<file path="src/rtl/lmc_pkg.sv">
`timescale 1ns / 1ps
// Shared types and constants of the 3x3 local maximum counter.
package lmc_pkg;

   localparam int CFG_BITS     = 11;
   localparam int IN_BITS      = 10;
   localparam int PEAK_BITS    = 20;
   localparam int COUNT_BITS   = 21;
   localparam int ROW_BITS     = 10;
   localparam int HEIGHT_BITS  = 11;
   localparam int CSR_DATA_BITS = 32;
   localparam int CSR_ADDR_BITS = 3;

   localparam logic [HEIGHT_BITS-1:0] HEIGHT_LIMIT = 11'd1024;
   localparam logic [CFG_BITS-1:0]    SIZE_RESET   = 11'd10;
   localparam logic [COUNT_BITS-1:0]  COUNT_MAX    = {COUNT_BITS{1'b1}};

   typedef enum logic {
      REG_FRAME_WIDTH  = 1'b0,
      REG_FRAME_HEIGHT = 1'b1
   } reg_index_type;

   typedef struct packed {
      logic centre;
      logic frame_end;
   } item_flags_type;

   typedef struct packed {
      logic empty;
      logic full;
   } queue_status_type;

   typedef struct packed {
      logic busy;
      logic held;
   } back_status_type;

endpackage

</file>
<file path="src/rtl/lmc_queue.sv">
`timescale 1ns / 1ps
// Two-entry queue of classified pixels between front and back end.
module lmc_queue #(
   parameter int PIXEL_BITS = 10,
   parameter int SLOT_BITS  = 10
) (
   input  logic                       clock,
   input  logic                       reset,
   input  logic                       push,
   input  logic [PIXEL_BITS-1:0]      push_pix,
   input  logic [SLOT_BITS-1:0]       push_slot,
   input  lmc_pkg::item_flags_type    push_flags,
   output logic                       pop_valid,
   input  logic                       pop_ready,
   output logic [PIXEL_BITS-1:0]      pop_pix,
   output logic [SLOT_BITS-1:0]       pop_slot,
   output lmc_pkg::item_flags_type    pop_flags,
   output lmc_pkg::queue_status_type  status
);

   logic [PIXEL_BITS-1:0]   pix_ff   [2];
   logic [SLOT_BITS-1:0]    slot_ff  [2];
   lmc_pkg::item_flags_type flags_ff [2];
   logic                    wr_ptr_ff, wr_ptr_in;
   logic                    rd_ptr_ff, rd_ptr_in;
   logic [1:0]              count_ff, count_in;
   logic                    do_push, do_pop;

   assign status.empty = (count_ff == 2'd0);
   assign status.full  = (count_ff == 2'd2);
   assign do_push      = push && !status.full;
   assign do_pop       = pop_ready && !status.empty;

   assign pop_valid = !status.empty;
   assign pop_pix   = pix_ff[rd_ptr_ff];
   assign pop_slot  = slot_ff[rd_ptr_ff];
   assign pop_flags = flags_ff[rd_ptr_ff];

   always_comb begin
      wr_ptr_in = do_push ? !wr_ptr_ff : wr_ptr_ff;
      rd_ptr_in = do_pop  ? !rd_ptr_ff : rd_ptr_ff;
      count_in  = count_ff + 2'(do_push) - 2'(do_pop);
   end

   always_ff @(posedge clock) begin
      if (reset) begin
         wr_ptr_ff <= 1'b0;
         rd_ptr_ff <= 1'b0;
         count_ff  <= 2'd0;
      end else begin
         wr_ptr_ff <= wr_ptr_in;
         rd_ptr_ff <= rd_ptr_in;
         count_ff  <= count_in;
      end
   end

   always_ff @(posedge clock) begin
      if (do_push) begin
         pix_ff[wr_ptr_ff]   <= push_pix;
         slot_ff[wr_ptr_ff]  <= push_slot;
         flags_ff[wr_ptr_ff] <= push_flags;
      end
   end

endmodule

</file>
<file path="config.mk">
export PLATFORM = sky130hd
export DESIGN_NAME = lmc_queue
export DESIGN_NICKNAME = d
export VERILOG_FILES = /design/src/rtl/lmc_pkg.sv /design/src/rtl/lmc_queue.sv
export SDC_FILE = /design/constraint.sdc
export NUM_CORES = 1
export LEC_CHECK = 0
export BUFFER_PORTS_ARGS = -buffer_cell sky130_fd_sc_hd__buf_2
export CORE_MARGIN = 5
export CORE_UTILIZATION = 35
export DETAILED_ROUTE_END_ITERATION = 16
export PLACE_DENSITY_LB_ADDON = 0.08
export SKIP_LAST_GASP = 1
export SLEW_MARGIN = 40
export SYNTH_ARGS = -nofsm -noshare
export SYNTH_HDL_FRONTEND = slang
export SYNTH_SLANG_ARGS = --single-unit
</file>
<file path="constraint.sdc">
create_clock -name clock -period 1.9 [get_ports clock]
set_input_delay 0.095 -clock clock [delete_from_list [all_inputs] [get_ports clock]]
set_output_delay 0.095 -clock clock [all_outputs]
set_load 0.005 [all_outputs]
</file>
==> results of run 1 <==
[cell type report]
| cell class | instances | area (µm²) | share of cell area |
|---|---|---|---|
| Sequential cell | 49 | 1420 | 0.572 |
| Timing Repair Buffer | 75 | 505 | 0.204 |
| Multi-Input combinational cell | 40 | 369 | 0.149 |
| Tap cell | 70 | 87.6 | 0.0353 |
| Clock buffer | 5 | 68.8 | 0.0277 |
| Inverter | 5 | 18.8 | 0.00756 |
| Clock inverter | 3 | 12.5 | 0.00504 |
[per-stage QoR]
stage / util / setup slack, ns / cell area (µm²) / cells / hold slack (ns)
after floorplan: - / 0.236 / 1820 / 96 / 0.164
after global placement: 0.430 / 0.411 / 2180 / 217 / 0.284
after detailed placement: 0.430 / 0.324 / 2180 / 217 / 0.286
after CTS: 0.489 / 0.314 / 2480 / 247 / 0.0193
after global routing: 0.489 / 0.199 / 2480 / 247 / 0.0149
final: 0.489 / 0.339 / 2480 / 247 / 0.0251
[sequential cells by signal (all words and copies together) (netlist names), named ones only]
signal	count
pix_ff	20
rd_ptr_ff	1
wr_ptr_ff	1
count_ff	2
slot_ff	20
flags_ff	4
[critical path, cell delays in order, from the launching register on]
cell	delay [ns]
dfxtp_1	0.37
nand2b_2	0.16
nand2_1	0.06
ha_1	0.28
inv_1	0.04
ha_1	0.18
xor2_1	0.15
and2_1	0.15
nor3_1	0.11
[placed cells by master (no fill, tap or decap), types with 2 or more instances in the layout]
cell,instances
ha_1,2
dlygate4sd3_1,22
clkbuf_8,5
mux2_2,22
buf_4,2
buf_2,50
clkinv_1,2
inv_1,4
edfxtp_1,44
dfxtp_1,5
nor2_1,3
[logic make-up after synthesis]
logic type / after synthesis / synth area share
XOR/XNOR: 2 / 0.00963
adder cells (fa/ha/maj): 2 / 0.0138
buffers and inverters: 7 / 0.0158
flip-flops: 49 / 0.781
multiplexers: 22 / 0.136
AO/OA/AOI/OAI: 3 / 0.00962
AND/OR/NAND/NOR: 11 / 0.0337
[power groups by stage]
stage,clock (mW),combinational [mW],sequential (mW)
after floorplan,0,0.484,1.45
after global placement,0,0.837,1.45
after detailed placement,0,0.844,1.46
after CTS,0.589,0.883,1.43
after global routing,0.628,0.952,1.45
final,0.555,0.851,1.43
[layer usage]
metal / global-route usage / vias to the layer above / routed length [µm]
met1: 0.112 / 511 / 1340
met5: 0 / - / 0
met2: 0.167 / 27 / 1580
met4: 0.0349 / 0 / 41
met3: 0.0358 / 6 / 158
li1: - / 516 / -
[path summary, 6_finish.rpt]
kind	from	slack [ns]	cells past startpoint	endpoint
min	reset	0.03	2	wr_ptr_ff
max reg2reg	count_ff[0]	0.34	8	count_ff[1]
min reg2reg	wr_ptr_ff	0.49	2	wr_ptr_ff
max	count_ff[0]	0.34	8	count_ff[1]
==> results.py, run 1 <==
metrics = {
    "run_status": {
        "outcome": "finished clean",
    },
    "detailed_routing": {
        "vias_per_cell": 4.29,
        "drt_first_iter_violations": 22,
        "drc": 0,
        "first_pass_iters": 3,
        "routedWlPerCell_um": 12.6,
        "wl_um": 3120,
        "postRouteAntennaNets": 0,
        "dr_total_vias": 1060,
    },
    "run": {
        "maxCapViolations": 0,
    },
    "clock_tree": {
        "root_buffer": "clkbuf_8",
        "clk_latency_ns": 0.29,
        "post_cts_buffers": 0,
        "clkSlewWorstSetupHoldPaths_ns": 0.08,
        "cts_resized": 0,
        "cts_sinks": 49,
        "numCtsBuffers": 5,
        "clockBufferDepth": 2,
        "ctsHoldBuffers": 22,
        "h-tree-depth": 2,
        "cts_tree": "built",
    },
    "yosys": {
        "ys_ff_latch": 49,
        "yosysMostFrequentCell": "edfxtp_1",
        "async_reset_ff_frac": 0,
        "synthTopCellsByArea": "edfxtp_1 73%, mux2_2 14%, dfxtp_1 5.5%",
        "ys_top_cells_by_count": "44 x edfxtp_1, 22 x mux2_2, 5 x dfxtp_1, 4 x inv_1, 3 x nor2_1",
        "synth_seq_area_share": 0.781,
        "synth_nets": 124,
        "ys_warn_count": 0,
        "syn_inst": 96,
        "synth.top_cell.area_share": 0.726,
        "synth_cell_types": 21,
        "syn_area_um2": 1820,
        "yosys.area.top_type": "edfxtp_1",
        "synth_edf_count": 44,
        "synthFlopType": "edfxtp_1",
        "syn_avg_cell_area_um2": 19.0,
    },
    "floorplan": {
        "row_count": 26,
        "die_area_um2": 6740,
        "start_util": 0.358,
        "die-height_um": 82.1,
        "die_w_um": 82.1,
        "ios": 51,
        "core_um2": 5070,
    },
    "global_route": {
        "grt_usage": 0.0976,
        "grt_pass1_vias": 1074,
        "grt_max_degree": 23,
        "grt.overflow.total": 0,
        "grt_pass1_wl_um": 4820,
        "antenna_found_initial": 0,
    },
    "finish": {
        "synthToLayoutAreaGrowth_pct": 36.5,
        "drive_above_1_share": 0.480,
        "num_antenna_cells": 0,
        "final_net_count": 204,
        "fill_cells": 466,
    },
    "critical_path": {
        "critPathKind": "reg2reg",
        "cp-end-kind": "register",
        "arrival_ns": 1.78,
        "critPathRequiredTime_ns": 2.12,
        "cp-start-kind": "register",
        "crit_fanout": 4,
    },
    "timing": {
        "timing.final.crit_period_ns": 1.56,
        "slew_headroom": 0.638,
        "rsz0062_at_grt": "no",
        "finalHoldViolCount": 0,
        "timing.final.crit_share": 0.821,
        "clock_skew_ns": 0.00575,
        "max_freq_mhz": 641,
        "tns_ns": 0,
        "setup_viol": 0,
        "slew_viol_final": 0,
        "worst_slew_pin_slew_ns": 0.544,
    },
    "placed_design": {
        "post-dp-hpwl_um": 2110,
        "placement.io_buffers": 50,
        "place.gp.congestion": 0.665,
    },
    "pwr": {
        "power.internal_mw": 2.09,
        "swShare": 0.262,
        "finalPower_mw": 2.84,
        "power_frac_comb": 0.300,
        "p_sw_uw": 745,
        "ir_worst_vdd_v": 0.000519,
        "pwr-share-seq": 0.505,
        "p_per_area_nw_per_um2": 1140,
        "clockPowerShare": 0.196,
        "p_leak_nw": 0.974,
    },
    "worst_hold_path": {
        "holdCritPathClass": "in2reg",
    },
}
(Power assumes the default switching activity.)
==> run 2: changes to the inputs <==
ABC_AREA = 1   (was not set)
clock period = 1.62 ns   (was 1.9 ns; I/O delays follow)
==> results.py, run 2 <==
metrics = {
    "run_status": {
        "outcome": "finished clean",
    },
    "finish": {
        "fill_cells": 475,
        "num_antenna_cells": 0,
        "fin_area_um2": 2560,
        "largestRegisters": "pix_ff (20), slot_ff (20), flags_ff (4)",
        "synthToLayoutAreaGrowth_pct": 39.1,
        "final_net_count": 220,
        "final_cell_mix": "50 x buf_2, 44 x edfxtp_1, 23 x dlygate4sd3_1",
        "layout_commonest_cell": "buf_2",
        "drive_above_1_share": 0.472,
    },
    "critical_path": {
        "cp-end-kind": "register",
        "worstRegToRegCells": 11,
        "cp-start-kind": "register",
        "critPathKind": "reg2reg",
        "arrival_ns": 1.67,
        "r2r_end": "count_ff[1]",
        "critPathRequiredTime_ns": 1.81,
        "ff2ff_setup_slack_ns": 0.14,
        "setup.worst_path.end": "count_ff[1]",
        "cp-startpoint": "count_ff[0]",
        "worstReg2RegStart": "count_ff[0]",
        "crit_fanout": 4,
    },
    "clock_tree": {
        "numCtsBuffers": 5,
        "cts_tree": "built",
        "clockBufferDepth": 2,
        "cts_sinks": 49,
        "root_buffer": "clkbuf_8",
        "h-tree-depth": 2,
        "clk_latency_ns": 0.29,
        "clkSlewWorstSetupHoldPaths_ns": 0.08,
    },
    "yosys": {
        "ys_ff_latch": 49,
        "synth_edf_count": 44,
        "synth_compound_area_frac": 0.00543,
        "synthFlopType": "edfxtp_1",
        "synth_cell_types": 10,
        "yosys.area.top_type": "edfxtp_1",
        "synthSimpleGateAreaFrac": 0.0428,
        "async_reset_ff_frac": 0,
        "ys_warn_count": 0,
        "syn_area_um2": 1840,
        "syn_inst": 107,
        "yosysMostFrequentCell": "edfxtp_1",
        "synth_fa_ha_area_frac": 0.0136,
        "synthTopCellsByArea": "edfxtp_1 72%, mux2_2 13%, dfxtp_1 5.4%",
        "syn_avg_cell_area_um2": 17.2,
        "synth_mux_area_frac": 0.134,
        "synth_nets": 135,
        "synth_seq_area_share": 0.771,
        "synth.top_cell.area_share": 0.717,
        "synth_top_family_by_area": "multiplexers",
        "ys_top_cells_by_count": "44 x edfxtp_1, 22 x mux2_2, 10 x inv_1, 9 x nor2_1, 8 x nand2_1",
        "synth_xor_area_frac": 0,
    },
    "floorplan": {
        "die_w_um": 82.6,
        "ios": 51,
        "core_um2": 5110,
        "start_util": 0.361,
        "die_area_um2": 6820,
        "row_count": 26,
        "die-height_um": 82.6,
    },
    "timing": {
        "slew_headroom": 0.873,
        "tns_ns": 0,
        "timing.final.crit_period_ns": 1.48,
        "rsz0062_at_grt": "no",
        "slew_viol_final": 0,
        "clock_skew_ns": 0.00430,
        "worst_slew_pin_slew_ns": 0.191,
        "setup_ws_ns": 0.142,
        "timing.final.crit_share": 0.912,
        "finalHoldViolCount": 0,
        "setup_viol": 0,
        "max_freq_mhz": 677,
    },
    "global_route": {
        "grt_pass1_wl_um": 5270,
        "grt_pass1_vias": 1211,
        "antenna_found_initial": 0,
        "grt_max_degree": 16,
        "grt.overflow.total": 0,
        "grt_usage": 0.106,
    },
    "detailed_routing": {
        "postRouteAntennaNets": 0,
        "drc": 0,
        "routedWlPerCell_um": 12.9,
        "dr_total_vias": 1138,
        "vias_per_cell": 4.33,
        "first_pass_iters": 4,
        "drt_first_iter_violations": 48,
        "wl_um": 3390,
    },
    "placed_design": {
        "place.gp.congestion": 0.638,
        "placement.io_buffers": 50,
        "dp_slack_ns": 0.0596,
        "dpl_cell_area_um2": 2210,
        "post-dp-hpwl_um": 2390,
    },
    "pwr": {
        "ir_worst_vdd_v": 0.000688,
        "p_per_area_nw_per_um2": 1360,
        "p_leak_nw": 1.03,
    },
    "worst_hold_path": {
        "holdCritPathClass": "in2reg",
        "hold_depth": 3,
    },
    "run": {
        "maxCapViolations": 0,
    },
}
==> run 2: worst min-delay path by stage <==
stage,startpoint,endpoint,slack (ns)
finish,push,wr_ptr_ff,0.09
global route,push,wr_ptr_ff,0.10
CTS,push,wr_ptr_ff,0.06
detailed placement,reset,count_ff[0],0.26
global placement,reset,count_ff[0],0.25
floorplan,reset,count_ff[0],0.15
==> run 2: final cells by class <==
cell class	instances	area, µm²	area share
clock buffer	6	72.6	0.0283
clock inverter	2	38.8	0.0151
inverter	10	37.5	0.0146
multi-input combinational	46	372	0.145
sequential	49	1420	0.555
tap	70	87.6	0.0342
timing repair buffer	80	533	0.208
==> run 2: kinds of logic (layout without fill, tap and decap cells) <==
family	Yosys count	after routing
AOI/OAI and AO/OA	2	2
buffers and inverters	12	98
muxes	22	22
adders and majority gates	2	2
and+or+nand+nor	20	20
DFF	49	49
==> run 2: what timing repair did <==
item	in CTS	in global routing
endpoints found under the hold margin	45	0
setup buffers	0	1
setup endpoints to repair	0	1
hold buffers	23	0
resized for setup	0	4
==> run 2: per-layer routing <==
metal | global-route usage | wire length, µm | up-vias
met4 | 0.0359 | 41 | 0
li1 | - | - | 556
met1 | 0.108 | 1320 | 546
met2 | 0.200 | 1860 | 30
met5 | 0 | 0 | -
met3 | 0.0347 | 172 | 6
==> run 2: stage by stage <==
stage	instances	hold slack [ns]	total power, mW	util
finish	263	0.0860	3.49	0.502
global route	263	0.101	3.73	0.502
CTS	262	0.0570	3.54	0.499
detailed placement	231	0.260	2.63	0.432
global placement	231	0.255	2.59	0.432
floorplan	107	0.152	2.23	-
==> run 2: critical path, cell delays in order (launching register included) <==
cell,delay [ns]
dfxtp_2,0.35
inv_1,0.06
nand2_2,0.09
nand2_2,0.07
ha_1,0.28
inv_1,0.06
ha_2,0.17
inv_1,0.04
nand2_1,0.07
nand3_1,0.09
nand2_1,0.06
nor2_1,0.04
==> run 2: power by group <==
part           total (mW)  switching [mW]  internal [mW]
Sequential           1.67          0.0608           1.61
Clock               0.845           0.381          0.463
Combinational       0.979           0.477          0.502
Total                3.49           0.920           2.57
==> run 3: changes to the inputs <==
REMOVE_ABC_BUFFERS = 1   (was not set)
==> results.py, run 3 (same netlist as run 2, synthesis figures left out) <==
metrics = {
    "run_status": {
        "outcome": "finished clean",
    },
    "critical_path": {
        "cp-end-kind": "register",
        "worstRegToRegCells": 10,
        "critPathTopFamily": "simple AND/OR/NAND/NOR gates",
        "critPathRequiredTime_ns": 1.85,
        "cp_slowest_cell": "dfxtp_1",
        "path_cells": "nor2_2, nor2_1, ha_1, inv_1, ha_1, inv_1, nand2_1, nand3_1, nand2_1, nor2_2",
        "path_buf_inv": 2,
        "r2r_end": "count_ff[1]",
        "arrival_ns": 1.79,
        "critPathKind": "reg2reg",
        "cp-start-kind": "register",
        "slowest_delay_ns": 0.35,
        "ff2ff_setup_slack_ns": 0.06,
        "crit_fanout": 3,
        "worstReg2RegStart": "count_ff[1]",
    },
    "clock_tree": {
        "h-tree-depth": 2,
        "clockBufferDepth": 2,
        "numCtsBuffers": 5,
        "root_buffer": "clkbuf_8",
        "cts_sinks": 49,
        "clkSlewWorstSetupHoldPaths_ns": 0.08,
        "cts_tree": "built",
        "clk_latency_ns": 0.29,
        "post_cts_buffers": 0,
    },
    "placed_design": {
        "placement.io_buffers": 50,
        "post-dp-hpwl_um": 2390,
        "dpl_cell_area_um2": 2210,
        "place.gp.congestion": 0.706,
    },
    "finish": {
        "finish.utilization": 0.502,
        "final_cell_mix": "50 x buf_2, 44 x edfxtp_1, 23 x dlygate4sd3_1",
        "synthToLayoutAreaGrowth_pct": 39.2,
        "fill_cells": 462,
        "layout_commonest_cell": "buf_2",
        "drive_above_1_share": 0.482,
        "fin_area_um2": 2570,
        "final_net_count": 220,
        "num_antenna_cells": 0,
        "largestRegisters": "pix_ff (20), slot_ff (20), flags_ff (4)",
    },
    "worst_hold_path": {
        "worstHoldEndpoint": "wr_ptr_ff",
        "hold_depth": 3,
        "worstHoldStart": "push",
        "holdCritPathClass": "in2reg",
    },
    "floorplan": {
        "ios": 51,
        "core_um2": 5110,
        "die_w_um": 82.6,
        "die-height_um": 82.6,
        "start_util": 0.361,
        "row_count": 26,
        "die_area_um2": 6820,
    },
    "detailed_routing": {
        "vias_per_cell": 4.34,
        "drt_first_iter_violations": 36,
        "postRouteAntennaNets": 0,
        "dr_total_vias": 1141,
        "wl_met1_um": 1370,
        "routed-wl-met3_um": 205,
        "top_layer_used": "met4",
        "drc": 0,
        "wl_met2_um": 1750,
        "routedWlPerCell_um": 12.9,
        "first_pass_iters": 4,
        "wl_um": 3390,
    },
    "pwr": {
        "p_per_area_nw_per_um2": 1360,
        "finalPower_mw": 3.49,
        "p_leak_nw": 1.03,
        "ir_worst_vdd_v": 0.000602,
    },
    "global_route": {
        "antenna_found_initial": 0,
        "grt_usage": 0.101,
        "grt.overflow.total": 0,
        "grt_max_degree": 17,
        "grt_pass1_vias": 1116,
        "grt_pass1_wl_um": 5050,
    },
    "timing": {
        "slew_headroom": 0.844,
        "max_freq_mhz": 640,
        "timing.final.crit_share": 0.965,
        "clock_skew_ns": 0.00629,
        "setup_viol": 0,
        "worst_slew_pin_slew_ns": 0.235,
        "timing.final.crit_period_ns": 1.56,
        "slew_viol_final": 0,
        "finalHoldViolCount": 0,
    },
    "run": {
        "maxCapViolations": 0,
    },
}
## run 3: where the power goes
group | total (mW) | leakage (nW) | internal, mW | switching [mW]
combinational | 0.992 | 0.523 | 0.499 | 0.492
sequential | 1.68 | 0.453 | 1.61 | 0.0691
clock | 0.822 | 0.0552 | 0.458 | 0.364
## run 3: worst max path at each step
stage                            from              to  slack [ns]  cells past startpoint
after floorplan           count_ff[0]  flags_ff[0][0]       -0.28                      4
after detailed placement  count_ff[0]     count_ff[1]        0.03                     10
after global routing      count_ff[0]     count_ff[1]       -0.02                     11
final                     count_ff[1]     count_ff[1]        0.06                     10
after CTS                 count_ff[0]     count_ff[1]        0.02                     10
after global placement    count_ff[0]     count_ff[1]        0.16                     10
## run 3: through the flow
stage	setup slack [ns]	setup TNS (ns)	hold slack, ns	std cells
final	0.0569	0	0.0880	263
after global routing	-0.0248	-0.0248	0.0861	263
after CTS	0.0190	0	0.0577	263
after detailed placement	0.0307	0	0.262	232
after global placement	0.156	0	0.252	232
after floorplan	-0.282	-6.20	0.152	105
## run 3: worst min-delay path, delay by kind of cell
kind            cells  cell delay [ns]
simple gates        1             0.09
compound gates      1             0.07
buf+inv             1             0.11
## run 3: cell type report
class / count / area (µm²) / area share
inverter: 10 / 37.5 / 0.0146
clock buffer: 6 / 72.6 / 0.0283
timing repair buffer: 80 / 533 / 0.208
sequential: 49 / 1420 / 0.554
tap: 70 / 87.6 / 0.0341
clock inverter: 2 / 35.0 / 0.0137
multi-input combinational: 46 / 378 / 0.147
## run 3: repair_timing
action / 4_1_cts / 5_1_grt
resized for setup: 0 / 6
hold endpoints to repair: 45 / 0
hold buffers: 23 / 0
endpoints found under the setup margin: 0 / 1
## run 3: layer usage
layer / global-route usage / vias up
li1: - / 556
met1: 0.106 / 545
met2: 0.183 / 32
met3: 0.0380 / 8
met4: 0.0343 / 0
met5: 0 / -
