### src/rtl/lmc_pkg.sv
`timescale 1ns / 1ps
// Shared types and constants of the 3x3 local maximum counter.
package lmc_pkg;

   localparam int CFG_BITS     = 11;
   localparam int IN_BITS      = 10;
   localparam int PEAK_BITS    = 20;
   localparam int COUNT_BITS   = 21;
   localparam int ROW_BITS     = 10;
   localparam int HEIGHT_BITS  = 11;
   localparam int CSR_DATA_BITS = 32;
   localparam int CSR_ADDR_BITS = 3;

   localparam logic [HEIGHT_BITS-1:0] HEIGHT_LIMIT = 11'd1024;
   localparam logic [CFG_BITS-1:0]    SIZE_RESET   = 11'd10;
   localparam logic [COUNT_BITS-1:0]  COUNT_MAX    = {COUNT_BITS{1'b1}};

   typedef enum logic {
      REG_FRAME_WIDTH  = 1'b0,
      REG_FRAME_HEIGHT = 1'b1
   } reg_index_type;

   typedef struct packed {
      logic centre;
      logic frame_end;
   } item_flags_type;

   typedef struct packed {
      logic empty;
      logic full;
   } queue_status_type;

   typedef struct packed {
      logic busy;
      logic held;
   } back_status_type;

endpackage

### src/rtl/lmc_intf.sv
`timescale 1ns / 1ps
// Pixel request and peak count response channel interfaces.
interface lmc_req_if;
   logic                         valid;
   logic                         ready;
   logic [lmc_pkg::IN_BITS-1:0]  pixel_value;

   modport source (output valid, output pixel_value, input ready);
   modport sink   (input valid, input pixel_value, output ready);
endinterface


### src/rtl/lmc_front.sv
`timescale 1ns / 1ps
// Front end: accepts pixels, tracks raster position and classifies each pixel.
module lmc_front #(
   parameter int MAX_WIDTH  = 1024,
   parameter int PIXEL_BITS = 10
) (
   input  logic                           clock,
   input  logic                           reset,
   lmc_req_if.sink                        req_chan,
   input  logic [lmc_pkg::CFG_BITS-1:0]   frame_width,
   input  logic [lmc_pkg::CFG_BITS-1:0]   frame_height,
   input  logic                           queue_full,
   output logic                           push,
   output logic [PIXEL_BITS-1:0]          push_pix,
   output logic [$clog2(MAX_WIDTH)-1:0]   push_slot,
   output lmc_pkg::item_flags_type        push_flags
);

   localparam int CW  = $clog2(MAX_WIDTH);
   localparam int WB  = $clog2(MAX_WIDTH + 1);
   localparam int WW  = (WB > lmc_pkg::CFG_BITS) ? WB : lmc_pkg::CFG_BITS;
   localparam int HB  = lmc_pkg::HEIGHT_BITS;

   logic [CW-1:0]                col_ff, col_in;
   logic [lmc_pkg::ROW_BITS-1:0] row_ff, row_in;
   logic [WW-1:0]                fw_ext, width_eff, col_plus;
   logic [HB-1:0]                height_eff, row_plus;
   logic                         row_end, frame_end, accept;

   assign req_chan.ready = !queue_full;
   assign accept         = req_chan.valid && !queue_full;

   // clamp the programmed size into the supported range
   always_comb begin
      fw_ext = WW'(frame_width);
      if (fw_ext < WW'(3)) begin
         width_eff = WW'(3);
      end else if (fw_ext > WW'(MAX_WIDTH)) begin
         width_eff = WW'(MAX_WIDTH);
      end else begin
         width_eff = fw_ext;
      end
      if (frame_height < HB'(3)) begin
         height_eff = HB'(3);
      end else if (frame_height > lmc_pkg::HEIGHT_LIMIT) begin
         height_eff = lmc_pkg::HEIGHT_LIMIT;
      end else begin
         height_eff = frame_height;
      end
   end

   assign col_plus  = WW'(col_ff) + WW'(1);
   assign row_plus  = HB'(row_ff) + HB'(1);
   assign row_end   = (col_plus >= width_eff);
   assign frame_end = row_end && (row_plus >= height_eff);

   always_comb begin
      col_in = col_ff;
      row_in = row_ff;
      if (accept) begin
         priority if (frame_end) begin
            col_in = '0;
            row_in = '0;
         end else if (row_end) begin
            col_in = '0;
            row_in = row_plus[lmc_pkg::ROW_BITS-1:0];
         end else begin
            col_in = col_plus[CW-1:0];
         end
      end
   end

   always_ff @(posedge clock) begin
      if (reset) begin
         col_ff <= '0;
         row_ff <= '0;
      end else begin
         col_ff <= col_in;
         row_ff <= row_in;
      end
   end

   assign push                 = accept;
   assign push_pix             = PIXEL_BITS'(req_chan.pixel_value);
   assign push_slot            = col_ff;
   assign push_flags.centre    = (row_ff >= lmc_pkg::ROW_BITS'(2)) && (col_ff >= CW'(2));
   assign push_flags.frame_end = frame_end;

endmodule

### src/flat_wrapper.sv
// flat-port wrapper written by rule: the top's interface ports become plain ports
module lmc_front_flat 
#(
   parameter int MAX_WIDTH  = 1024,
   parameter int PIXEL_BITS = 10
)
  (clock, reset, frame_width, frame_height, queue_full, push, push_pix, push_slot, push_flags, req_chan_valid, req_chan_pixel_value, req_chan_ready);
  lmc_req_if req_chan_i ();
  input  logic clock;
  input  logic reset;
  input  logic [lmc_pkg::CFG_BITS-1:0] frame_width;
  input  logic [lmc_pkg::CFG_BITS-1:0] frame_height;
  input  logic queue_full;
  output logic push;
  output logic [PIXEL_BITS-1:0] push_pix;
  output logic [$clog2(MAX_WIDTH)-1:0] push_slot;
  output lmc_pkg::item_flags_type push_flags;
  input wire logic [$bits(req_chan_i.valid)-1:0] req_chan_valid;
  input wire logic [$bits(req_chan_i.pixel_value)-1:0] req_chan_pixel_value;
  output wire logic [$bits(req_chan_i.ready)-1:0] req_chan_ready;
  assign req_chan_i.valid = req_chan_valid;
  assign req_chan_i.pixel_value = req_chan_pixel_value;
  assign req_chan_ready = req_chan_i.ready;
  lmc_front #(.MAX_WIDTH(MAX_WIDTH), .PIXEL_BITS(PIXEL_BITS)) u_core (.clock(clock), .reset(reset), .req_chan(req_chan_i), .frame_width(frame_width), .frame_height(frame_height), .queue_full(queue_full), .push(push), .push_pix(push_pix), .push_slot(push_slot), .push_flags(push_flags));
endmodule
### config.mk
export PLATFORM = sky130hd
export DESIGN_NAME = lmc_front_flat
export DESIGN_NICKNAME = d
export VERILOG_FILES = /design/src/rtl/lmc_pkg.sv /design/src/rtl/lmc_intf.sv /design/src/rtl/lmc_front.sv /design/src/flat_wrapper.sv
export SDC_FILE = /design/constraint.sdc
export NUM_CORES = 1
export LEC_CHECK = 0
export BUFFER_PORTS_ARGS = -buffer_cell sky130_fd_sc_hd__buf_4
export CELL_PAD_IN_SITES_DETAIL_PLACEMENT = 0
export CELL_PAD_IN_SITES_GLOBAL_PLACEMENT = 1
export CORE_MARGIN = 8
export CORE_UTILIZATION = 30
export CTS_CLUSTER_DIAMETER = 30
export CTS_CLUSTER_SIZE = 24
export DETAILED_ROUTE_END_ITERATION = 16
export GPL_TIMING_DRIVEN = 0
export MAX_ROUTING_LAYER = met4
export PLACE_DENSITY_LB_ADDON = 0.1
export SLEW_MARGIN = 5
export SYNTH_ARGS = -nofsm -noshare
export SYNTH_HDL_FRONTEND = slang
export SYNTH_SLANG_ARGS = --single-unit
### constraint.sdc
create_clock -name clock -period 3.9 [get_ports clock]
set_clock_uncertainty 0.2 [all_clocks]
set_input_delay 0.78 -clock clock [delete_from_list [all_inputs] [get_ports clock]]
set_output_delay 0.78 -clock clock [all_outputs]
set_load 0.02 [all_outputs]
==> impl_metrics.yaml, run 1 <==
status:
  outcome: "finished, final reports clean"
die:
  dieArea_um2: 9023
  ioPinCount: 60
  rows: 28
  start_util_pct: 31.24
  coreArea_um2: 5991
  fp.dieH_um: 94.99
  die_x_um: 94.99
global_routing:
  grt_usage_pct: 11.50
  antenna_found_initial: 0
  grt_pass1_vias: 1653
  globalRouteOverflowTotal: 0
  grt_pass1_wl_mm: 8.059
  grt_max_degree: 13
yosys:
  syn_area_per_cell_um2: 7.640
  synth.cell_area_um2: 1872
  ys.flop_type: "dfxtp_1"
  synth_fp_nets: 307
  synth_edf_count: 0
  seq_area_frac_synth_pct: 21.39
  synth-async-reset-ratio_pct: 0
  synth.largest_area_cell: "dfxtp_1"
  synth_top_area_share_pct: 21.39
  synth.distinct_cells: 40
  synth_cells: 245
  yosys_warnings: 0
  ys_ff_latch: 20
  yosys-top-cells-area: "dfxtp_1, ha_1, nand2_1"
clock_network:
  cts_max_level: 1
  cts_tree: "yes"
  clk_latency_ps: 260
  cts_num_sinks: 20
  cts.path.max_buffers: 2
  cts.clk_slew.worst_paths_ps: 80
  cts_made_buffers: 3
  root_buffer: "clkbuf_8"
  hold_buffers: 0
final_layout:
  fin_nets: 359
  final_common_cell: "buf_4"
  layout_common_cells: "buf_4, nand2_1, ha_1"
  areaGrowthSynthToFinish_pct: 33.16
  antenna_cells: 0
  fin_util_pct: 41.60
  drive_above_1_share_pct: 31.76
detailed_routing:
  first_iter_violations: 66
  drtAntennaViolNets: 0
  drt-pass1-iter-count: 4
  wirelength_mm: 5.189
  drc: 0
  avgRoutedWirePerCell_um: 13.99
  num_vias: 1799
  viasPerCell: 4.849
sta:
  maxSlewHeadroom_pct: 69.48
  slew_violations: 0
  tightest_slew_ps: 457.8
  setup_viol: 0
  post-route-period-util_pct: 96.27
  fmax_mhz: 266.4
  fin_crit_ps: 3754
  hold_viol: 0
  rsz0062_at_grt: "no"
worst_setup_path:
  crit_required_ps: 2920
  crit_fanout: 6
  path_class: "reg -> out"
  crit_arrival_ps: 2770
  crit_path_start_kind: "flip-flop"
  endpoint_kind: "output pin"
placed_design:
  io_buffer_count: 48
  post-dp-hpwl_mm: 4.168
  gp_congestion: 0.7815
power_and_ir_drop:
  pwr-share-comb_pct: 21.8
  switching_power_w: 0.0001375
  pwr-share-clk_pct: 39.3
  p_leak_nw: 1.141
  internal_power_w: 0.0004000
  sequentialPowerShare_pct: 39.0
  p_per_area_nw_per_um2: 215.6
  p_sw_share_pct: 25.57
  finalPower_w: 0.0005375
  ir_worst_vdd_uv: 164.9
worst_hold_path:
  hold_path_class: "reg -> reg"
flow_run:
  max_cap_viol_count: 0
stage by stage:
step / setup TNS, ps / std cells / hold slack, ps / area, µm² / setup slack (ps)
finish: 0 / 371 / 320.5 / 2492 / 145.6
global route: 0 / 371 / 356.2 / 2492 / 2.723
CTS: 0 / 372 / 319.5 / 2424 / 10.90
detailed placement: -81.19 / 368 / 307.5 / 2326 / -81.19
global placement: -109.2 / 368 / 305.3 / 2326 / -109.2
floorplan: 0 / 245 / 282.2 / 1872 / 521.0
logic make-up after synthesis:
| group | after synthesis | share of synthesized area, % |
|---|---|---|
| AOI/OAI and AO/OA | 48 | 15.84 |
| muxes | 1 | 0.5348 |
| and+or+nand+nor | 103 | 27.47 |
| adders and majority gates | 26 | 17.38 |
| DFF | 20 | 21.39 |
| xor gates and xnor gates | 21 | 9.826 |
| buffers and inverters | 26 | 7.554 |
area by class of cell:
| cell class | count | area, µm² |
|---|---|---|
| Clock buffer | 3 | 41.29 |
| Clock inverter | 1 | 30.03 |
| Fill cell | 657 | 3498 |
| Timing Repair Buffer | 49 | 367.9 |
| Tap cell | 75 | 93.84 |
| Inverter | 11 | 41.29 |
| Sequential cell | 20 | 414.1 |
| Buffer | 13 | 92.59 |
| Multi-Input combinational cell | 199 | 1411 |
state kept, by name, indices dropped and copies added (netlist names):
register,count
u_core.row_ff,10
u_core.push_slot,10
path summary, 6_finish.rpt:
kind	cells past startpoint	slack, ps	startpoint	endpoint
worst max-delay path	12	150	u_core.row_ff[1]	push_flags[0]
worst max register to register	13	830	u_core.row_ff[1]	u_core.row_ff[7]
worst min register to register	2	320	u_core.push_slot[8]	u_core.push_slot[8]
worst min-delay path	2	320	u_core.push_slot[8]	u_core.push_slot[8]
worst max-delay path, stage by stage, from the launching register on:
cell and delay, ps:
dfxtp_2 400, ha_4 180, nand3_4 120, nor2_4 140, and3_1 190, xor2_1 220
ha_1 280, a21oi_1 120, o21ai_0 100, a221o_2 340, nor2b_1 140, buf_4 130
buf_4 150
power by group through the flow:
stage	Sequential, W	Combinational [W]	Clock (W)
floorplan	0.000215	0.0000640	0
global placement	0.000214	0.000112	0
detailed placement	0.000214	0.000112	0
CTS	0.000210	0.000114	0.000218
global route	0.000210	0.000130	0.000225
finish	0.000209	0.000117	0.000211
metal layers:
metal | vias to the layer above | track usage [%] | routed length, µm | part of all wire (%)
met5 | - | - | 0 | 0
met4 | 0 | 1.170 | 11 | 0.21
met3 | 2 | 2.460 | 283 | 5.5
met2 | 33 | 16.40 | 2229 | 43
met1 | 804 | 16.49 | 2664 | 51
li1 | 960 | - | - | -
repair_timing:
item | in CTS | in global routing
cloned | 0 | 0
gates resized for setup | 9 | 16
endpoints found under the hold margin | 0 | 0
setup buffers | 1 | 0
pin swaps | 0 | 0
endpoints found under the setup margin | 1 | 1
synthesized netlist by cell type (3+ instances only):
| cell | instances |
|---|---|
| ha_1 | 26 |
| nor2_1 | 20 |
| o31ai_1 | 3 |
| a21oi_1 | 11 |
| nand2_1 | 38 |
| or3_1 | 4 |
| nor3_1 | 5 |
| nor3b_1 | 3 |
| nand4_1 | 5 |
| o21ai_0 | 18 |
| inv_1 | 7 |
| dfxtp_1 | 20 |
| nand3_1 | 5 |
| buf_4 | 11 |
| xor2_1 | 9 |
| xnor2_1 | 12 |
| nand2b_1 | 3 |
| and3_1 | 4 |
| a21o_1 | 5 |
| nor4_1 | 7 |
Power figures use the tool's default switching activity.
==> run 2, diff against run 1 <==
CORE_UTILIZATION = 36   (was 30)
==> run 2 against run 1 <==
Effect of this change: power is 8.5% lower; critical path depth is 1 lower; maximum frequency is 0.24% higher; sequential share of layout area is 0.12 points higher.
==> impl_metrics.yaml, run 2 (synthesis gave the netlist of run 1 again) <==
die:
  dieArea_um2: 7762
  fp.dieH_um: 88.11
  die_x_um: 88.11
  start_util_pct: 36.88
  coreArea_um2: 5075
  ioPinCount: 60
  rows: 26
detailed_routing:
  drc: 0
  num_vias: 1836
  drt-pass1-iter-count: 4
  drtAntennaViolNets: 0
  viasPerCell: 4.976
  avgRoutedWirePerCell_um: 13.71
  first_iter_violations: 82
  wirelength_mm: 5.059
worst_hold_path:
  holdCritStartpoint: "u_core.row_ff[0]"
  holdPathEnd: "u_core.row_ff[0]"
  hold_path_class: "reg -> reg"
  min_path_cells: 1
worst_setup_path:
  crit_arrival_ps: 2770
  cp_slowest_cell: "nor4_2"
  rr_startpoint: "u_core.push_slot[0]"
  rrSetupSlack_ps: 790
  cp_common_cell: "buf_4"
  critPathTopFamily: "simple AND/OR/NAND/NOR gates"
  crit_path_start_kind: "input port"
  endpoint_kind: "output pin"
  rr_endpoint: "u_core.row_ff[6]"
  crit_start: "frame_height[9]"
  worstRegToRegCells: 13
  crit_required_ps: 2920
  path_class: "in -> out"
  path_cells: "buf_4 -> nor4_2 -> a21oi_1 -> nor2_1 -> ha_1 -> nor2b_1 -> o21ai_0 -> a221o_2 -> nor2b_1 -> buf_4 -> buf_4"
  worst-path-buf-inv: 3
  crit_fanout: 2
  slowest_delay_ps: 390
sta:
  fin_crit_ps: 3745
  worst_slack_ps: 154.8
  fmax_mhz: 267.0
  setup_viol: 0
  slew_violations: 0
  tightest_slew_ps: 431.8
  maxSlewHeadroom_pct: 71.22
  fin_setup_tns_ps: 0
  post-route-period-util_pct: 96.03
  hold_viol: 0
final_layout:
  drive_above_1_share_pct: 33.11
  final_cell_area_um2: 2497
  final_common_cell: "buf_4"
  layout_common_cells: "buf_4, nand2_1, ha_1"
  antenna_cells: 0
  areaGrowthSynthToFinish_pct: 33.42
  fin_util_pct: 49.21
  fin_nets: 362
clock_network:
  cts.path.max_buffers: 2
  cts.clk_slew.worst_paths_ps: 80
  cts_num_sinks: 20
  cts_tree: "yes"
  hold_buffers: 0
  cts_made_buffers: 3
  cts_max_level: 1
  root_buffer: "clkbuf_8"
  clk_latency_ps: 260
power_and_ir_drop:
  finalPower_w: 0.0004920
  ir_worst_vdd_uv: 120.8
  p_per_area_nw_per_um2: 197.0
  p_leak_nw: 1.150
placed_design:
  gp_congestion: 0.8110
  io_buffer_count: 48
  place_area_um2: 2320
  post-dp-hpwl_mm: 4.045
  pre_cts_ws_ps: -105.1
global_routing:
  antenna_found_initial: 0
  grt_pass1_vias: 1740
  grt_usage_pct: 13.77
  grt_pass1_wl_mm: 8.369
  grt_max_degree: 12
  globalRouteOverflowTotal: 0
flow_run:
  max_cap_viol_count: 0
status:
  outcome: "finished, final reports clean"
run 2: what timing repair did:
action | CTS | global route
buffers inserted | 2 | 1
pin swaps | 0 | 2
gates resized for setup | 7 | 22
setup endpoints to repair | 1 | 1
run 2: power by group:
part / leakage [nW] / total, W / internal, W / switching [W]
sequential: 0.165 / 0.000209 / 0.000204 / 0.00000404
combinational: 0.955 / 0.000116 / 0.0000583 / 0.0000578
clock: 0.0288 / 0.000167 / 0.0000901 / 0.0000773
total: 1.15 / 0.000492 / 0.000353 / 0.000139
run 2: stage by stage:
| stage | instances | hold slack [ps] |
|---|---|---|
| 2_1_floorplan | 245 | 282.2 |
| 3_3_place_gp | 363 | 305.2 |
| 3_5_place_dp | 363 | 311.5 |
| 4_1_cts | 369 | 317.9 |
| 5_1_grt | 369 | 359.6 |
| 6_report | 369 | 325.2 |
run 2: final cells by class:
| class | instances | area, µm² |
|---|---|---|
| Tap cell | 70 | 87.58 |
| Multi-Input combinational cell | 199 | 1415 |
| Timing Repair Buffer | 51 | 382.9 |
| Inverter | 11 | 41.29 |
| Clock buffer | 4 | 55.05 |
| Buffer | 14 | 97.59 |
| Fill cell | 540 | 2577 |
| Sequential cell | 20 | 417.9 |
run 2: worst max path at each step:
| stage | slack [ps] | to | cells past startpoint |
|---|---|---|---|
| 2_1_floorplan | 520 | push_flags[0] | 10 |
| 3_3_place_gp | -110 | push_flags[0] | 11 |
| 3_5_place_dp | -110 | push_flags[0] | 11 |
| 4_1_cts | 30 | push_flags[0] | 12 |
| 5_1_grt | -2 | push_flags[0] | 12 |
| 6_report | 150 | push_flags[0] | 11 |
run 2: per-layer routing:
layer,GRT usage (%),wire length (µm)
met1,19.30,2600
met2,19.22,2130
met3,2.908,282
met4,3.533,46
met5,-,0
==> run 3, diff against run 2 <==
ABC_AREA = 1   (was unset)
==> run 3 against run 2 <==
Effect of this change: non-clock buffer count fell by 2; sequential share of layout area decreased by 1.3 points; highest routed layer unchanged; cell count rose by 16%; critical path type unchanged; largest cell class unchanged; first-iteration DRC count grew 4.9%; hold slack got worse by 33 ps; maximum frequency rose by 0.18%; cell area increased by 4.3%.
==> impl_metrics.yaml, run 3 <==
final_layout:
  num-fill-cells: 585
  areaGrowthSynthToFinish_pct: 28.84
  fin_util_pct: 47.60
  multiInputGateArea_um2: 1475
  antenna_cells: 0
  fin_nets: 421
  final_common_cell: "nand2_1"
  drive_above_1_share_pct: 25.77
  layout_common_cells: "nand2_1, buf_4, nor2_1"
  seq_area_um2: 402.9
placed_design:
  pre_cts_ws_ps: -207.3
  post-dp-hpwl_mm: 4.542
  gp_congestion: 0.7737
  io_buffer_count: 49
worst_setup_path:
  crit_end: "push_flags[0]"
  rr_endpoint: "u_core.push_slot[4]"
  cp_common_cell: "nand2_1"
  crit_start: "frame_width[6]"
  slowest_delay_ps: 330
  endpoint_kind: "output pin"
  worstSetupPathDepth: 15
  rrSetupSlack_ps: 790
  crit_path_start_kind: "input port"
  worst-path-buf-inv: 2
  crit_required_ps: 2920
  crit_arrival_ps: 2760
  path_cells: "buf_4 -> nor2_1 -> nand2_1 -> nor3_1 -> nand2_1 -> o31ai_4 -> nand2_1 -> ha_1 -> nand2_1 -> nor2_1 -> nand2_1 -> nor2_1 -> nor2_2 -> a31oi_4 -> buf_6"
  cp_slowest_cell: "ha_1"
  rr_startpoint: "u_core.push_slot[0]"
  worstRegToRegCells: 15
  critPathTopFamily: "simple AND/OR/NAND/NOR gates"
  crit_fanout: 7
  path_class: "in -> out"
yosys:
  seq_area_frac_synth_pct: 19.80
  synth.largest_area_cell: "dfxtp_1"
  syn_area_per_cell_um2: 6.629
  synth-async-reset-ratio_pct: 0
  synth.cell_area_um2: 2022
  yosys_warnings: 0
  synth_cells: 305
  yosys-top-cells-area: "dfxtp_1, ha_1, nand2_1"
  synth.most_common_cell: "nand2_1"
  synth_fp_nets: 367
  synthTopCellsByCount: "nand2_1, nor2_1, inv_1"
  ys.flop_type: "dfxtp_1"
  synth_top_area_share_pct: 19.80
  synth.distinct_cells: 30
  ys_ff_latch: 20
  synth_edf_count: 0
die:
  start_util_pct: 36.95
  rows: 27
  die_x_um: 90.95
  fp.dieH_um: 90.95
  ioPinCount: 60
  dieArea_um2: 8271
  coreArea_um2: 5473
global_routing:
  grt_pass1_vias: 2035
  antenna_found_initial: 0
  grt_max_degree: 11
  grt_usage_pct: 13.44
  grt_pass1_wl_mm: 9.142
  globalRouteOverflowTotal: 0
clock_network:
  cts.path.max_buffers: 2
  cts.clk_slew.worst_paths_ps: 80
  clk_latency_ps: 260
  cts_tree: "yes"
  root_buffer: "clkbuf_8"
  cts_num_sinks: 20
  cts_made_buffers: 3
  cts_max_level: 1
power_and_ir_drop:
  p_leak_nw: 1.304
  switching_power_w: 0.0001878
  pwr-share-clk_pct: 25.9
  p_sw_share_pct: 34.26
  sequentialPowerShare_pct: 40.4
  finalPower_w: 0.0005481
  internal_power_w: 0.0003603
  ir_worst_vdd_uv: 96.72
  pwr-share-comb_pct: 33.7
  p_per_area_nw_per_um2: 210.4
sta:
  hold_viol: 0
  maxSlewHeadroom_pct: 71.46
  fin_setup_tns_ps: 0
  setup_viol: 0
  rsz0062_at_grt: "yes"
  worst_slack_ps: 161.3
  fmax_mhz: 267.5
  post-route-period-util_pct: 95.86
  slew_violations: 0
  fin_crit_ps: 3739
  tightest_slew_ps: 428.1
detailed_routing:
  wirelength_mm: 5.396
  drt-met1-wl_mm: 2.902
  num_vias: 2044
  viasPerCell: 4.765
  drtAntennaViolNets: 0
  first_iter_violations: 86
  drc: 0
  highest_layer: "met4"
  routed-wl-met2_mm: 2.175
  avgRoutedWirePerCell_um: 12.58
  drt-pass1-iter-count: 4
  met3_length_um: 245
flow_run:
  max_cap_viol_count: 0
worst_hold_path:
  hold_path_class: "reg -> reg"
status:
  outcome: "finished, final reports clean"
==> run 3: changes by cell type in the layout (fill, tap and decap cells not counted), moves of 5 or more <==
cell / before / now
nand2_1: 38 / 76
o21ai_0: 18 / 9
xnor2_1: 11 / 1
a21o_1: 5 / 0
nand3_1: 1 / 17
nor2_1: 16 / 36
nor3_2: 0 / 6
xor2_1: 7 / 12
inv_1: 7 / 33
==> run 3: cell type report <==
class / count / area share, %
flip-flops and latches: 20 / 15.47
well taps: 72 / 3.458
repair buffers: 50 / 14.55
multi-input cells: 237 / 56.63
plain buffers: 13 / 3.410
clock buffers: 3 / 1.585
inverters: 34 / 4.899
==> run 3: kinds of logic after synthesis <==
| logic type | after synthesis | synth area share, % |
|---|---|---|
| simple gates | 166 | 38.49 |
| fa+ha+maj | 26 | 16.09 |
| xor+xnor | 13 | 5.631 |
| compound gates | 32 | 8.911 |
| buf+inv | 48 | 11.08 |
| flops | 20 | 19.80 |
==> run 3: worst min-delay path by stage <==
stage / startpoint / end / depth (start not counted)
floorplan: u_core.row_ff[9] / u_core.row_ff[9] / 2
global placement: u_core.row_ff[9] / u_core.row_ff[9] / 2
detailed placement: u_core.row_ff[9] / u_core.row_ff[9] / 2
CTS: u_core.row_ff[9] / u_core.row_ff[9] / 2
global route: u_core.row_ff[9] / u_core.row_ff[9] / 2
finish: u_core.row_ff[9] / u_core.row_ff[9] / 2
==> run 3: through the flow <==
| stage | hold WS, ps | std cells | instance area, µm² |
|---|---|---|---|
| 2_1_floorplan | 252.5 | 305 | 2022 |
| 4_1_cts | 293.1 | 429 | 2566 |
| 5_1_grt | 313.0 | 429 | 2605 |
| 6_report | 292.7 | 429 | 2605 |
| 3_5_place_dp | 279.0 | 426 | 2480 |
| 3_3_place_gp | 279.5 | 426 | 2480 |
==> run 3: power by group through the flow <==
stage | Clock, W | Sequential (W) | Combinational [W]
after floorplan | 0 | 0.000231 | 0.000106
after global placement | 0 | 0.000226 | 0.000178
after detailed placement | 0 | 0.000227 | 0.000180
after CTS | 0.000146 | 0.000222 | 0.000185
after global routing | 0.000151 | 0.000224 | 0.000207
final | 0.000142 | 0.000222 | 0.000185
==> run 3: worst register-to-register path: cells and delay by family, from the launching register on <==
| family | cells | cell delay [ps] |
|---|---|---|
| buffers and inverters | 1 | 50 |
| and+or+nand+nor | 12 | 1770 |
| DFF | 1 | 480 |
| adders and majority gates | 2 | 550 |
==> run 3: routing by layer <==
| layer | track usage [%] | up-vias |
|---|---|---|
| met4 | 4.502 | 0 |
| met1 | 18.23 | 887 |
| met2 | 19.83 | 55 |
| met3 | 1.893 | 5 |
| met5 | - | - |
| li1 | - | 1097 |
==> run 3: what timing repair did <==
| action | CTS | global route |
|---|---|---|
| resized for setup | 8 | 8 |
| hold buffers | 0 | 0 |
| buffers inserted | 1 | 0 |
| pin swaps | 5 | 5 |
| setup endpoints to repair | 1 | 1 |
